--- src/kli_pkg.sv ---
// ----------------------------------------------------------------------------
// kli_pkg: shared types and constants for the keyframe linear interpolator
// Holds the beat types of the item and result channels, the function codes,
// the register map and the default sizes of the keyframe store.
// ----------------------------------------------------------------------------
package kli_pkg;

  // Default sizes of the keyframe store.
  localparam int KEYFRAMES_DEF = 8;
  localparam int LANES_DEF     = 4;

  // Configuration port geometry and register map.
  localparam int PADDR_W = 4;
  localparam int PDATA_W = 32;

  localparam logic [1:0] REG_FRAME_COUNT = 2'd0;
  localparam logic [1:0] REG_STEPS       = 2'd1;
  localparam logic [1:0] REG_LOOP        = 2'd2;

  // Register reset values.
  localparam logic [3:0]  FRAME_COUNT_RST = 4'd5;
  localparam logic [15:0] STEPS_RST       = 16'd300;
  localparam logic        LOOP_RST        = 1'b0;

  // Fixed-point saturation limits.
  localparam logic [31:0] Q_MAX = 32'h7fff_ffff;
  localparam logic [31:0] Q_MIN = 32'h8000_0000;

  // Item function codes.
  typedef enum logic [1:0] {
    FUNC_TICK    = 2'd0,
    FUNC_WRITE   = 2'd1,
    FUNC_PLAY    = 2'd2,
    FUNC_RESTART = 2'd3
  } func_t;

  // One input beat.
  typedef struct packed {
    func_t              func;
    logic [2:0]         frame_index;
    logic [1:0]         channel_index;
    logic signed [31:0] lane_data;
    logic               play_flag;
  } item_t;

  // One result beat.
  typedef struct packed {
    logic signed [31:0] lane_value;
    logic               playing;
    logic [2:0]         segment;
    logic [15:0]        step;
  } result_t;

endpackage

--- src/kli_ram.sv ---
// ----------------------------------------------------------------------------
// kli_ram: generic single-write, single-read synchronous RAM
// One write port and one read port; the read data is registered, so it
// appears in the cycle after the address.
// ----------------------------------------------------------------------------
module kli_ram #(
  parameter int WIDTH = 32,
  parameter int DEPTH = 32
) (
  input  logic                                   clk,
  input  logic                                   we,
  input  logic [(DEPTH > 1 ? $clog2(DEPTH) : 1)-1:0] waddr,
  input  logic [WIDTH-1:0]                       wdata,
  input  logic [(DEPTH > 1 ? $clog2(DEPTH) : 1)-1:0] raddr,
  output logic [WIDTH-1:0]                       rdata
);

  logic [WIDTH-1:0] mem [DEPTH];

  // Write port and registered read port.
  always_ff @(posedge clk) begin
    if (we) begin
      mem[waddr] <= wdata;
    end
    rdata <= mem[raddr];
  end

endmodule

--- src/keyframe_linear_interpolator.sv ---
// ----------------------------------------------------------------------------
// keyframe_linear_interpolator: linear keyframe animation of LANES Q16.16 lanes
// Write and play items and ticks that add nothing pass through the report and
// output steps to the result beat; a tick that adds the deltas first reads and
// writes back each lane; a restart or segment change fetches both keyframes of
// each lane, divides (one-bit-per-cycle divider, 32 steps) and writes back.
// Throughput: one item at a time; the next is taken the cycle after the result
// is queued.
// Reset: synchronous; a clearing pass over every table address (32 addresses at
// the default sizes) zeroes both memories, during which no item is accepted.
// ----------------------------------------------------------------------------
module keyframe_linear_interpolator #(
  parameter int KEYFRAMES = kli_pkg::KEYFRAMES_DEF,
  parameter int LANES     = kli_pkg::LANES_DEF
) (
  input  logic                         clk,
  input  logic                         rst,
  // Item channel
  input  logic                         item_valid,
  output logic                         item_stall,
  input  kli_pkg::item_t               item,
  // Result channel
  output logic                         result_valid,
  input  logic                         result_stall,
  output kli_pkg::result_t             result,
  // Configuration port
  input  logic                         psel,
  input  logic                         penable,
  input  logic                         pwrite,
  input  logic [kli_pkg::PADDR_W-1:0]  paddr,
  input  logic [kli_pkg::PDATA_W-1:0]  pwdata,
  output logic [kli_pkg::PDATA_W-1:0]  prdata,
  output logic                         pready
);

  import kli_pkg::*;

  // Widths derived from the store sizes.
  localparam int KF_W  = $clog2(KEYFRAMES);
  localparam int LN_W  = (LANES > 1) ? $clog2(LANES) : 1;
  localparam int TA_W  = KF_W + LN_W;
  localparam int TA_D  = 1 << TA_W;
  localparam int LB_D  = 1 << LN_W;
  localparam int NW    = ((KF_W > 4) ? KF_W : 4) + 2;

  typedef enum logic [3:0] {
    S_CLEAR, S_IDLE,
    S_ARD, S_AWR,
    S_DRD, S_DRD2, S_DDIFF, S_DSTART, S_DIV, S_DWR,
    S_REP, S_OUT
  } state_t;

  state_t state;

  // Configuration registers
  logic [3:0]  cfg_frame_count;
  logic [15:0] cfg_steps;
  logic        cfg_loop;

  // Control state
  logic [KF_W-1:0] seg;
  logic [15:0]     step_cnt;
  logic            play;
  logic            reload;
  logic [LN_W-1:0] k;
  logic [TA_W-1:0] sweep;
  item_t           item_r;

  // Datapath registers
  logic [31:0]     ka;
  logic [31:0]     cur_old;
  logic [32:0]     diff;
  logic [31:0]     div_quo;
  logic [15:0]     div_rem;
  logic            div_neg;
  logic [4:0]      div_cnt;

  // Memory ports
  logic            a_we;
  logic [TA_W-1:0] a_waddr;
  logic [31:0]     a_wdata;
  logic [TA_W-1:0] a_raddr;
  logic [31:0]     a_rdata;
  logic            b_we;
  logic [LN_W-1:0] b_waddr;
  logic [63:0]     b_wdata;
  logic [LN_W-1:0] b_raddr;
  logic [63:0]     b_rdata;

  // Keyframe table: address is {frame, lane}.
  kli_ram #(.WIDTH(32), .DEPTH(TA_D)) u_table (
    .clk   (clk),
    .we    (a_we),
    .waddr (a_waddr),
    .wdata (a_wdata),
    .raddr (a_raddr),
    .rdata (a_rdata)
  );

  // Lane state: {current value, delta} per lane.
  kli_ram #(.WIDTH(64), .DEPTH(LB_D)) u_lanes (
    .clk   (clk),
    .we    (b_we),
    .waddr (b_waddr),
    .wdata (b_wdata),
    .raddr (b_raddr),
    .rdata (b_rdata)
  );

  // Configuration port decode.
  logic       cfg_wr;
  logic [1:0] cfg_idx;

  assign pready  = 1'b1;
  assign cfg_wr  = psel && penable && pwrite;
  assign cfg_idx = paddr[3:2];

  always_comb begin
    unique case (cfg_idx)
      REG_FRAME_COUNT: prdata = PDATA_W'(cfg_frame_count);
      REG_STEPS:       prdata = PDATA_W'(cfg_steps);
      REG_LOOP:        prdata = PDATA_W'(cfg_loop);
      default:         prdata = '0;
    endcase
  end

  // Item acceptance and field decode.
  logic            item_acc;
  logic [KF_W-1:0] frame_sel;
  logic [LN_W-1:0] in_lane_sel;
  logic [LN_W-1:0] lane_sel;
  logic            in_write_ok;
  logic            lane_ok;

  assign item_stall  = (state != S_IDLE);
  assign item_acc    = item_valid && !item_stall;
  assign frame_sel   = KF_W'(item.frame_index);
  assign in_lane_sel = LN_W'(item.channel_index);
  assign in_write_ok = (32'(item.frame_index) < KEYFRAMES) &&
                       (32'(item.channel_index) < LANES);
  assign lane_sel    = LN_W'(item_r.channel_index);
  assign lane_ok     = 32'(item_r.channel_index) < LANES;

  // Frames in use, clamped to the range 2 to KEYFRAMES.
  logic [NW-1:0] frames_used;
  logic          seg_more;
  logic          seg_end;
  logic [15:0]   divisor;

  always_comb begin
    if (NW'(cfg_frame_count) < NW'(2)) begin
      frames_used = NW'(2);
    end else if (NW'(cfg_frame_count) > NW'(KEYFRAMES)) begin
      frames_used = NW'(KEYFRAMES);
    end else begin
      frames_used = NW'(cfg_frame_count);
    end
  end

  assign seg_more = (NW'(seg) + NW'(2)) < frames_used;
  assign seg_end  = step_cnt >= cfg_steps;
  assign divisor  = (cfg_steps == 16'd0) ? 16'd1 : cfg_steps;

  // Saturating accumulate of one lane.
  logic [32:0] acc_sum;
  logic [31:0] acc_sat;

  assign acc_sum = {b_rdata[63], b_rdata[63:32]} + {b_rdata[31], b_rdata[31:0]};
  always_comb begin
    if (acc_sum[32] != acc_sum[31]) begin
      acc_sat = acc_sum[32] ? Q_MIN : Q_MAX;
    end else begin
      acc_sat = acc_sum[31:0];
    end
  end

  // One restoring division step.
  logic [16:0] rem_sh;
  logic        rem_ge;
  logic [16:0] rem_sub;

  assign rem_sh  = {div_rem, div_quo[31]};
  assign rem_ge  = rem_sh >= {1'b0, divisor};
  assign rem_sub = rem_sh - {1'b0, divisor};

  // Magnitude of the keyframe difference, and the signed, clamped delta.
  logic [32:0] diff_neg;
  logic [31:0] diff_mag;
  logic [31:0] delta_sat;

  assign diff_neg = -diff;
  assign diff_mag = diff[32] ? diff_neg[31:0] : diff[31:0];

  always_comb begin
    if (div_neg) begin
      delta_sat = (div_quo > Q_MIN) ? Q_MIN : (32'd0 - div_quo);
    end else begin
      delta_sat = div_quo[31] ? Q_MAX : div_quo;
    end
  end

  // Memory port steering.
  always_comb begin
    a_we    = 1'b0;
    a_waddr = {frame_sel, in_lane_sel};
    a_wdata = item.lane_data;
    b_we    = 1'b0;
    b_waddr = k;
    b_wdata = {acc_sat, b_rdata[31:0]};
    a_raddr = {seg, k};
    b_raddr = k;
    unique case (state)
      S_CLEAR: begin
        a_we    = 1'b1;
        a_waddr = sweep;
        a_wdata = '0;
        b_we    = 32'(sweep) < LANES;
        b_waddr = sweep[LN_W-1:0];
        b_wdata = '0;
      end
      S_IDLE: begin
        a_we = item_acc && (item.func == FUNC_WRITE) && in_write_ok;
      end
      S_AWR: begin
        b_we = 1'b1;
      end
      S_DRD2: begin
        a_raddr = {seg + KF_W'(1), k};
      end
      S_DWR: begin
        b_we    = 1'b1;
        b_wdata = {(reload ? ka : cur_old), delta_sat};
      end
      S_REP, S_OUT: begin
        b_raddr = lane_sel;
      end
      default: begin
      end
    endcase
  end

  // Sequencer, control state and result register.
  always_ff @(posedge clk) begin
    if (rst) begin
      state           <= S_CLEAR;
      sweep           <= '0;
      cfg_frame_count <= FRAME_COUNT_RST;
      cfg_steps       <= STEPS_RST;
      cfg_loop        <= LOOP_RST;
      seg             <= '0;
      step_cnt        <= '0;
      play            <= 1'b0;
      reload          <= 1'b0;
      k               <= '0;
      div_cnt         <= '0;
      result_valid    <= 1'b0;
    end else begin
      // Register writes.
      if (cfg_wr) begin
        unique case (cfg_idx)
          REG_FRAME_COUNT: cfg_frame_count <= pwdata[3:0];
          REG_STEPS:       cfg_steps       <= pwdata[15:0];
          REG_LOOP:        cfg_loop        <= pwdata[0];
          default: begin
          end
        endcase
      end

      // Result beat leaves, unless the output step queues the next one.
      if (state != S_OUT && result_valid && !result_stall) begin
        result_valid <= 1'b0;
      end

      unique case (state)
        S_CLEAR: begin
          sweep <= sweep + TA_W'(1);
          if (sweep == TA_W'(TA_D - 1)) begin
            state <= S_IDLE;
          end
        end

        S_IDLE: begin
          if (item_acc) begin
            item_r <= item;
            k      <= '0;
            unique case (item.func)
              FUNC_TICK: begin
                if (!play) begin
                  state <= S_REP;
                end else if (!seg_end) begin
                  step_cnt <= step_cnt + 16'd1;
                  state    <= S_ARD;
                end else if (seg_more) begin
                  step_cnt <= '0;
                  seg      <= seg + KF_W'(1);
                  reload   <= 1'b0;
                  state    <= S_DRD;
                end else if (cfg_loop) begin
                  step_cnt <= '0;
                  seg      <= '0;
                  reload   <= 1'b1;
                  state    <= S_DRD;
                end else begin
                  play  <= 1'b0;
                  state <= S_REP;
                end
              end
              FUNC_PLAY: begin
                play  <= item.play_flag;
                state <= S_REP;
              end
              FUNC_RESTART: begin
                step_cnt <= '0;
                seg      <= '0;
                reload   <= 1'b1;
                state    <= S_DRD;
              end
              default: begin
                state <= S_REP;
              end
            endcase
          end
        end

        // Accumulate: read a lane, then write back current plus delta.
        S_ARD: begin
          state <= S_AWR;
        end
        S_AWR: begin
          if (k == LN_W'(LANES - 1)) begin
            state <= S_REP;
          end else begin
            k     <= k + LN_W'(1);
            state <= S_ARD;
          end
        end

        // Delta: fetch both keyframes of the lane, divide, write back.
        S_DRD: begin
          state <= S_DRD2;
        end
        S_DRD2: begin
          ka      <= a_rdata;
          cur_old <= b_rdata[63:32];
          state   <= S_DDIFF;
        end
        S_DDIFF: begin
          diff  <= {a_rdata[31], a_rdata} - {ka[31], ka};
          state <= S_DSTART;
        end
        S_DSTART: begin
          div_quo <= diff_mag;
          div_neg <= diff[32];
          div_rem <= '0;
          div_cnt <= '0;
          state   <= S_DIV;
        end
        S_DIV: begin
          div_quo <= {div_quo[30:0], rem_ge};
          div_rem <= rem_ge ? rem_sub[15:0] : rem_sh[15:0];
          div_cnt <= div_cnt + 5'd1;
          if (div_cnt == 5'd31) begin
            state <= S_DWR;
          end
        end
        S_DWR: begin
          if (k == LN_W'(LANES - 1)) begin
            state <= S_REP;
          end else begin
            k     <= k + LN_W'(1);
            state <= S_DRD;
          end
        end

        // Report the named lane once the result register is free.
        S_REP: begin
          state <= S_OUT;
        end
        S_OUT: begin
          if (!result_valid || !result_stall) begin
            result_valid <= 1'b1;
            state        <= S_IDLE;
          end
        end

        default: begin
          state <= S_IDLE;
        end
      endcase
    end
  end

  // Result payload, loaded when the beat is queued.
  always_ff @(posedge clk) begin
    if (state == S_OUT && (!result_valid || !result_stall)) begin
      result.lane_value <= lane_ok ? b_rdata[63:32] : '0;
      result.playing    <= play;
      result.segment    <= 3'(seg);
      result.step       <= step_cnt;
    end
  end

  // The divider remainder always stays below the divisor.
  a_rem_range: assert property (@(posedge clk) disable iff (rst)
    (state == S_DIV) |-> (div_rem < divisor))
    else $error("divider remainder not below divisor");

  // A segment start never reaches the last keyframe.
  a_seg_range: assert property (@(posedge clk) disable iff (rst)
    seg <= KF_W'(KEYFRAMES - 2))
    else $error("segment index beyond the last segment start");

  // The lane counter stays within the lanes in use.
  a_lane_range: assert property (@(posedge clk) disable iff (rst)
    32'(k) < LANES)
    else $error("lane counter out of range");

  // A new result beat is only raised from the output step.
  a_result_src: assert property (@(posedge clk) disable iff (rst)
    $rose(result_valid) |-> $past(state == S_OUT))
    else $error("result raised outside the output step");

  // The division runs exactly 32 steps before the write-back.
  a_div_len: assert property (@(posedge clk) disable iff (rst)
    (state == S_DWR) |-> ($past(state == S_DIV) && $past(div_cnt) == 5'd31))
    else $error("delta written back before the division finished");

endmodule
--- config.mk ---
export PLATFORM = sky130hd
export DESIGN_NAME = keyframe_linear_interpolator
export DESIGN_NICKNAME = d
export VERILOG_FILES = /design/src/kli_pkg.sv /design/src/kli_ram.sv /design/src/keyframe_linear_interpolator.sv
export SDC_FILE = /design/constraint.sdc
export NUM_CORES = 2
export LEC_CHECK = 0
export BUFFER_PORTS_ARGS = -buffer_cell sky130_fd_sc_hd__buf_2
export CORE_MARGIN = 2
export CORE_UTILIZATION = 67
export DETAILED_ROUTE_END_ITERATION = 10
export GPL_TIMING_DRIVEN = 0
export PLACE_DENSITY = 0.92
export RECOVER_POWER = 25
export SYNTH_ARGS = -nofsm -noshare
export SYNTH_HDL_FRONTEND = slang
export SYNTH_HIERARCHICAL = 1
export SYNTH_SLANG_ARGS = --single-unit
--- constraint.sdc ---
create_clock -name clk -period 24.3 [get_ports clk]
set_clock_uncertainty 0.1 [all_clocks]
set_input_delay 6.075 -clock clk [delete_from_list [all_inputs] [get_ports clk]]
set_output_delay 6.075 -clock clk [all_outputs]
set_load 0.02 [all_outputs]
# Word-level counts from Yosys, hierarchy flattened
# Memories as Yosys holds them, arrays and structs flattened. A register that Yosys moved wholly into a read port is not among the register bits.
# Index checks and enable logic that the tools add are counted.
classes:
  n_mul: 0
  reduce_logical: 34
  order_cmp: 7
  shifts: 0
  eq_ne: 31
  add_sub_neg: 11
  n_div: 0
  muxes: 65
  bitwise: 1
op_table:
  columns: ["cell", "count"]
  rows:
  - ["$mux W32", 7]
  - ["$pmux W64 S2", 1]
  - ["$mux W16", 6]
  - ["$pmux W16 S2", 2]
  - ["$pmux W32 S2", 1]
  - ["$mux W4", 12]
  - ["$pmux W16 S3", 1]
  - ["$pmux W4 S12", 1]
  - ["$add A32 B32 Y33", 1]
  - ["$sub A32 B32 Y33", 1]
  - ["$gt A32 B32 Y1 const B", 1]
  - ["$neg A32 Y32", 1]
  - ["$sub A1 B32 Y32 const A", 1]
  - ["$mux W31", 1]
  - ["$ge A17 B16 Y1", 1]
  - ["$add A16 B1 Y16 const B", 1]
  - ["$eq A4 B3 Y1 const B", 4]
  - ["$eq A4 B4 Y1 const B", 4]
  - ["$ge A16 B16 Y1", 1]
  - ["$logic_not A16 Y1", 1]
  - ["$sub A16 B16 Y16", 1]
  - ["$mux W1", 15]
  - ["$ne A2 B2 Y1 const B", 7]
  - ["$reduce_and A2 Y1", 7]
  - ["other kinds (37)", 70]
word_totals:
  out_inout_bits: 87
  latch_bits: 0
  romBits: 0
  mem_bits_rw: 1280
  word_cells: 174
  inputBits: 83
  n_memories: 2
  ff_bits: 259
memory_table:
  columns: ["memory", "words", "word_bits", "rd", "rd_ports_with_merged_regs", "wr", "line", "rtl"]
  rows:
  - ["u_table.mem", 32, 32, 1, 1, 1, "kli_ram.sv:18", "logic [WIDTH-1:0] mem [DEPTH];"]
  - ["u_lanes.mem", 4, 64, 1, 1, 1, "kli_ram.sv:18", null]

# Depth between registers and ports, before layout
logic_depth:
  ltp_word: 10
  depth_mapped: 13

# Hierarchy
# The synthesis kept the hierarchy.
by_module_without_submodules:
  columns: ["mod", "area_per_inst_um2", "seq_area_each_um2", "instances", "cells_each"]
  rows:
  - ["kli_ram (u_table)", 40492.6, 31390.1, 1, 2260]
  - ["keyframe_linear_interpolator", 17458.0, 7186.9, 1, 1849]
  - ["kli_ram (u_lanes)", 10622.7, 8968.6, 1, 402]

# Worst setup path after synthesis
# OpenSTA, ideal clock, no wires.
synth_timing:
  path_type: "input -> register"
  start: "input port rst"
  end: "register cur_old[0], enable pin"
  t_arrival_ns: 12.587
  required_time_ns: 23.556
  setup_ns: 0.644
  n_path_buf: 2
  path_slack_ns: 10.969
  cell_stages: 3
  path_cell_list: "clkbuf_1 clkbuf_1 nor4_1"
synth_via:
  elab_chain_len: 2
synth_lines:
  columns: ["element", "line", "rtl"]
  rows:
  - ["from (decl)", "keyframe_linear_interpolator.sv:17", "input logic rst,"]
  - ["$not A1 Y1 (no line)", null, null]
  - ["$reduce_and A2 Y1 (no line)", null, null]
  - ["to (signal assigned)", "keyframe_linear_interpolator.sv:344", "cur_old <= b_rdata[63:32];"]
  - ["to (decl)", "keyframe_linear_interpolator.sv:71", "logic [31:0] cur_old;"]
# Every way passes these cells.
# A chain may end at the register's enable or synchronous reset.

# Worst setup path after layout
layout_timing:
  start: "input port paddr[2] in the netlist's numbering"
  end: "output port prdata[13] in the netlist's numbering"
layout_via:
  elab_chain_len: 2
layout_lines:
  columns: ["element", "line", "rtl"]
  rows:
  - ["from (decl)", "keyframe_linear_interpolator.sv:30", "input logic [kli_pkg::PADDR_W-1:0] paddr,"]
  - ["$eq A2 B2 Y1 (tied with other cells)", "keyframe_linear_interpolator.sv:119", "unique case (cfg_idx)"]
  - ["$pmux W16 S3 *", "keyframe_linear_interpolator.sv:119", null]
  - ["to (decl)", "keyframe_linear_interpolator.sv:32", "output logic [kli_pkg::PDATA_W-1:0] prdata,"]
# Every way passes the cells marked *; elsewhere a longest branch is shown, timed or not.

==> impl_metrics.csv <==
group,metric,value,unit
final_layout,num-nets-final,5108,
floorplanning,num_io_pins,170,
yosys,async_reset_ff_share,0,%
clock_network,h-tree-depth,4,
final_layout,utilization,76.5,%
yosys,syn_inst,4511,
clock_network,cts.clk_slew.worst_paths,0.06,ns
placed_design,placedCellCount,6116,
floorplanning,dieWidth,324,µm
clock_network,numCtsBuffers,159,
sta,worstMarginPinSlew,3.94,ns
floorplanning,start_util,67.5,%
route,drt_iter0_markers,7095,
yosys,ys_seq_elements,1635,
clock_network,cts_sinks,1635,
clock_network,clk_latency,0.81,ns
sta,max_freq,0.0738,GHz
clock_network,cts_root_buf,"clkbuf_16",
clock_network,post_cts_buffers,0,
route,wirelength,200,mm
final_layout,multi_input_area,19600,µm²
yosys,yosysTopAreaCell,"edfxtp_1",
route,drc,0,
placed_design,io_buffers,132,
clock_network,cts_tree,"yes",
route,avgViaCountPerCell,7.05,
final_layout,drive_above_1_share,14.5,%
sta,relSlewSlack,-163,%
yosys,synth.distinct_cells,91,
final_layout,syn_to_final_growth,13.3,%
yosys,synth_top_area_share,64.8,%
sta,finalSetupTns,0,ns
worst_setup_path,critPathArrivalTime,7.37,ns
sta,rsz0062_at_grt,"false",
yosys,yosysWarnings,6,
floorplanning,coreArea,102000,µm²
grt,overflow,0,
flow_run,maxCapViolCount,3,
worst_setup_path,cp-start-kind,"input port",
grt,grt_pass1_wl,290,mm
final_layout,seqCellArea,47500,µm²
route,vias,45199,
placed_design,dpl_cell_area,73000,µm²
grt,grt_max_degree,57,
pwr,p_leak,25.9,nW
sta,final.min_clock_period,13.55,ns
sta,post-route-period-util,55.7,%
pwr,ir_worst_vdd,0.0800,mV
clock_network,cts_buffer_depth,3,
floorplanning,std_cell_rows,117,
route,ant_nets,0,
yosys,synth_edf_count,1480,
route,wl_per_cell,31.2,µm
grt,antenna_found_initial,12,
sta,hold_viol,0,
yosys,yosys-top-cells-area,"edfxtp_1 65%, mux2i_1 7.9%, dfxtp_1 4.5%, ha_1 2.1%, mux4_2 2.0%",
status,status,"finished, violations left",
final_layout,num-fill-cells,5353,
pwr,p_per_area,103,nW/µm²
sta,fin_ws,10.75,ns
worst_setup_path,critPathCaptureType,"output pin",
yosys,yosysSeqAreaShare,69.3,%
floorplanning,dieArea,105000,µm²
clock_network,cts_hold_buf,0,
placed_design,finalWeightedCongestion,0.956,
final_layout,fin_area,77700,µm²
route,drt-pass1-iter-count,7,
status,violations,"capacitance limit, slew limit",
worst_setup_path,crit_fanout,10,
worst_setup_path,crit_required,18.12,ns
grt,grt_usage,38.2,%
clock_network,post_cts_resize_count,0,
hold_path,min_path_type,"reg2reg",
sta,maxSlewViolCount,158,
placed_design,post-place-ws,10.79,ns
sta,setup_viol,0,
grt,grt_pass1_vias,44722,
yosys,yosys_most_used_dff,"edfxtp_1",
worst_setup_path,path_class,"in2out",
yosys,syn_area,68600,µm²
final_layout,stdcell_count,6414,
yosys,avgSynthCellArea,15.2,µm²
floorplanning,die_y,324,µm
placed_design,place_hpwl,125,mm
[final timing paths]
path                    startpoint                  to  slack, ns  depth (start not counted)
setup reg to reg          state[0]  u_lanes/mem[3][42]      17.53                          8
hold / removal    u_table/rdata[2]               ka[2]       0.34                          0
hold reg to reg   u_table/rdata[2]               ka[2]       0.34                          0
setup / recovery          paddr[2]          prdata[13]      10.75                          5
[cell type report]
cell class | instances | area share [%]
well taps | 1368 | 2.20
repair buffers | 222 | 2.71
multi-input cells | 2551 | 25.2
clock buffers | 211 | 5.64
diodes | 6 | 0.0193
flip-flops and latches | 1635 | 61.2
plain buffers | 237 | 1.61
clock inverters | 81 | 0.886
inverters | 103 | 0.498
[layer usage]
layer / vias to the layer above / track usage [%] / share of wire (%)
met5: - / 0 / 0.030
met4: 10 / 26.1 / 8.5
met3: 1063 / 11.5 / 13
met2: 4068 / 60.5 / 47
met1: 21826 / 45.3 / 32
li1: 18232 / - / -
[report_power, final]
group	switching, W	internal, W
sequential	0.000221	0.00369
clock	0.00109	0.00135
combinational	0.00111	0.000506
total	0.00243	0.00555
[stage by stage]
stage	hold WS [ns]	power (W)
floorplan	0.308	0.00476
global placement	0.323	0.00527
detailed placement	0.323	0.00547
CTS	0.344	0.00792
global route	0.350	0.00815
finish	0.343	0.00798
[kinds of logic after synthesis]
family	synth area share, %
xor+xnor	1.43
flops	69.3
simple gates	6.20
other cells	0.0110
mux	10.6
compound gates	7.73
buf+inv	2.56
fa+ha+maj	2.15
[synth_stat cells, drive strengths merged, types with 57 or more instances]
library cell,instances
mux2i,543
a22oi,99
a22o,78
clkbuf,107
nand3,119
ha,113
xor2,67
edfxtp,1480
nor2b,67
nor3,57
o21ai,113
nand2,297
inv,103
a21oi,222
nor2,174
mux4,64
dfxtp,155
buf,130
[critical path, stage by stage]
cell and delay, ns:
clkbuf_1 0.29, nor2b_1 0.33, clkbuf_1 0.31, and2_1 0.19
buf_2 0.16
[sequential cells by signal, indices dropped and copies added, names as in the netlist, 5 cells and up]
name and flops:
cfg_steps 16, cur_old 32, diff 33, div_cnt 5, div_quo 32, div_rem 16, ka 32, result 52
step_cnt 16, sweep 5, u_lanes/mem 256, u_lanes/rdata 64, u_table/mem 1024, u_table/rdata 32
[layout by cell type (no fill, tap or decap), types with 42 or more instances in the layout]
| master | netlist | routed |
|---|---|---|
| buf_4 | 51 | 62 |
| xnor2_1 | 45 | 45 |
| edfxtp_1 | 1480 | 1480 |
| inv_1 | 103 | 103 |
| a22oi_1 | 99 | 99 |
| nand2_1 | 296 | 296 |
| a21o_1 | 44 | 44 |
| dfxtp_1 | 155 | 155 |
| mux4_2 | 60 | 60 |
| xor2_1 | 67 | 67 |
| mux2i_1 | 543 | 543 |
| nor3_1 | 56 | 56 |
| buf_2 | 43 | 169 |
| o221ai_1 | 42 | 42 |
| nor2_1 | 173 | 141 |
| o21ai_0 | 100 | 104 |
| a22o_1 | 78 | 78 |
| clkbuf_1 | 104 | 169 |
| a31oi_1 | 44 | 44 |
| ha_1 | 113 | 113 |
| nand3_1 | 119 | 119 |
| clkbuf_16 | 0 | 164 |
| a21oi_1 | 221 | 221 |
Power figures use the tool's default switching activity.
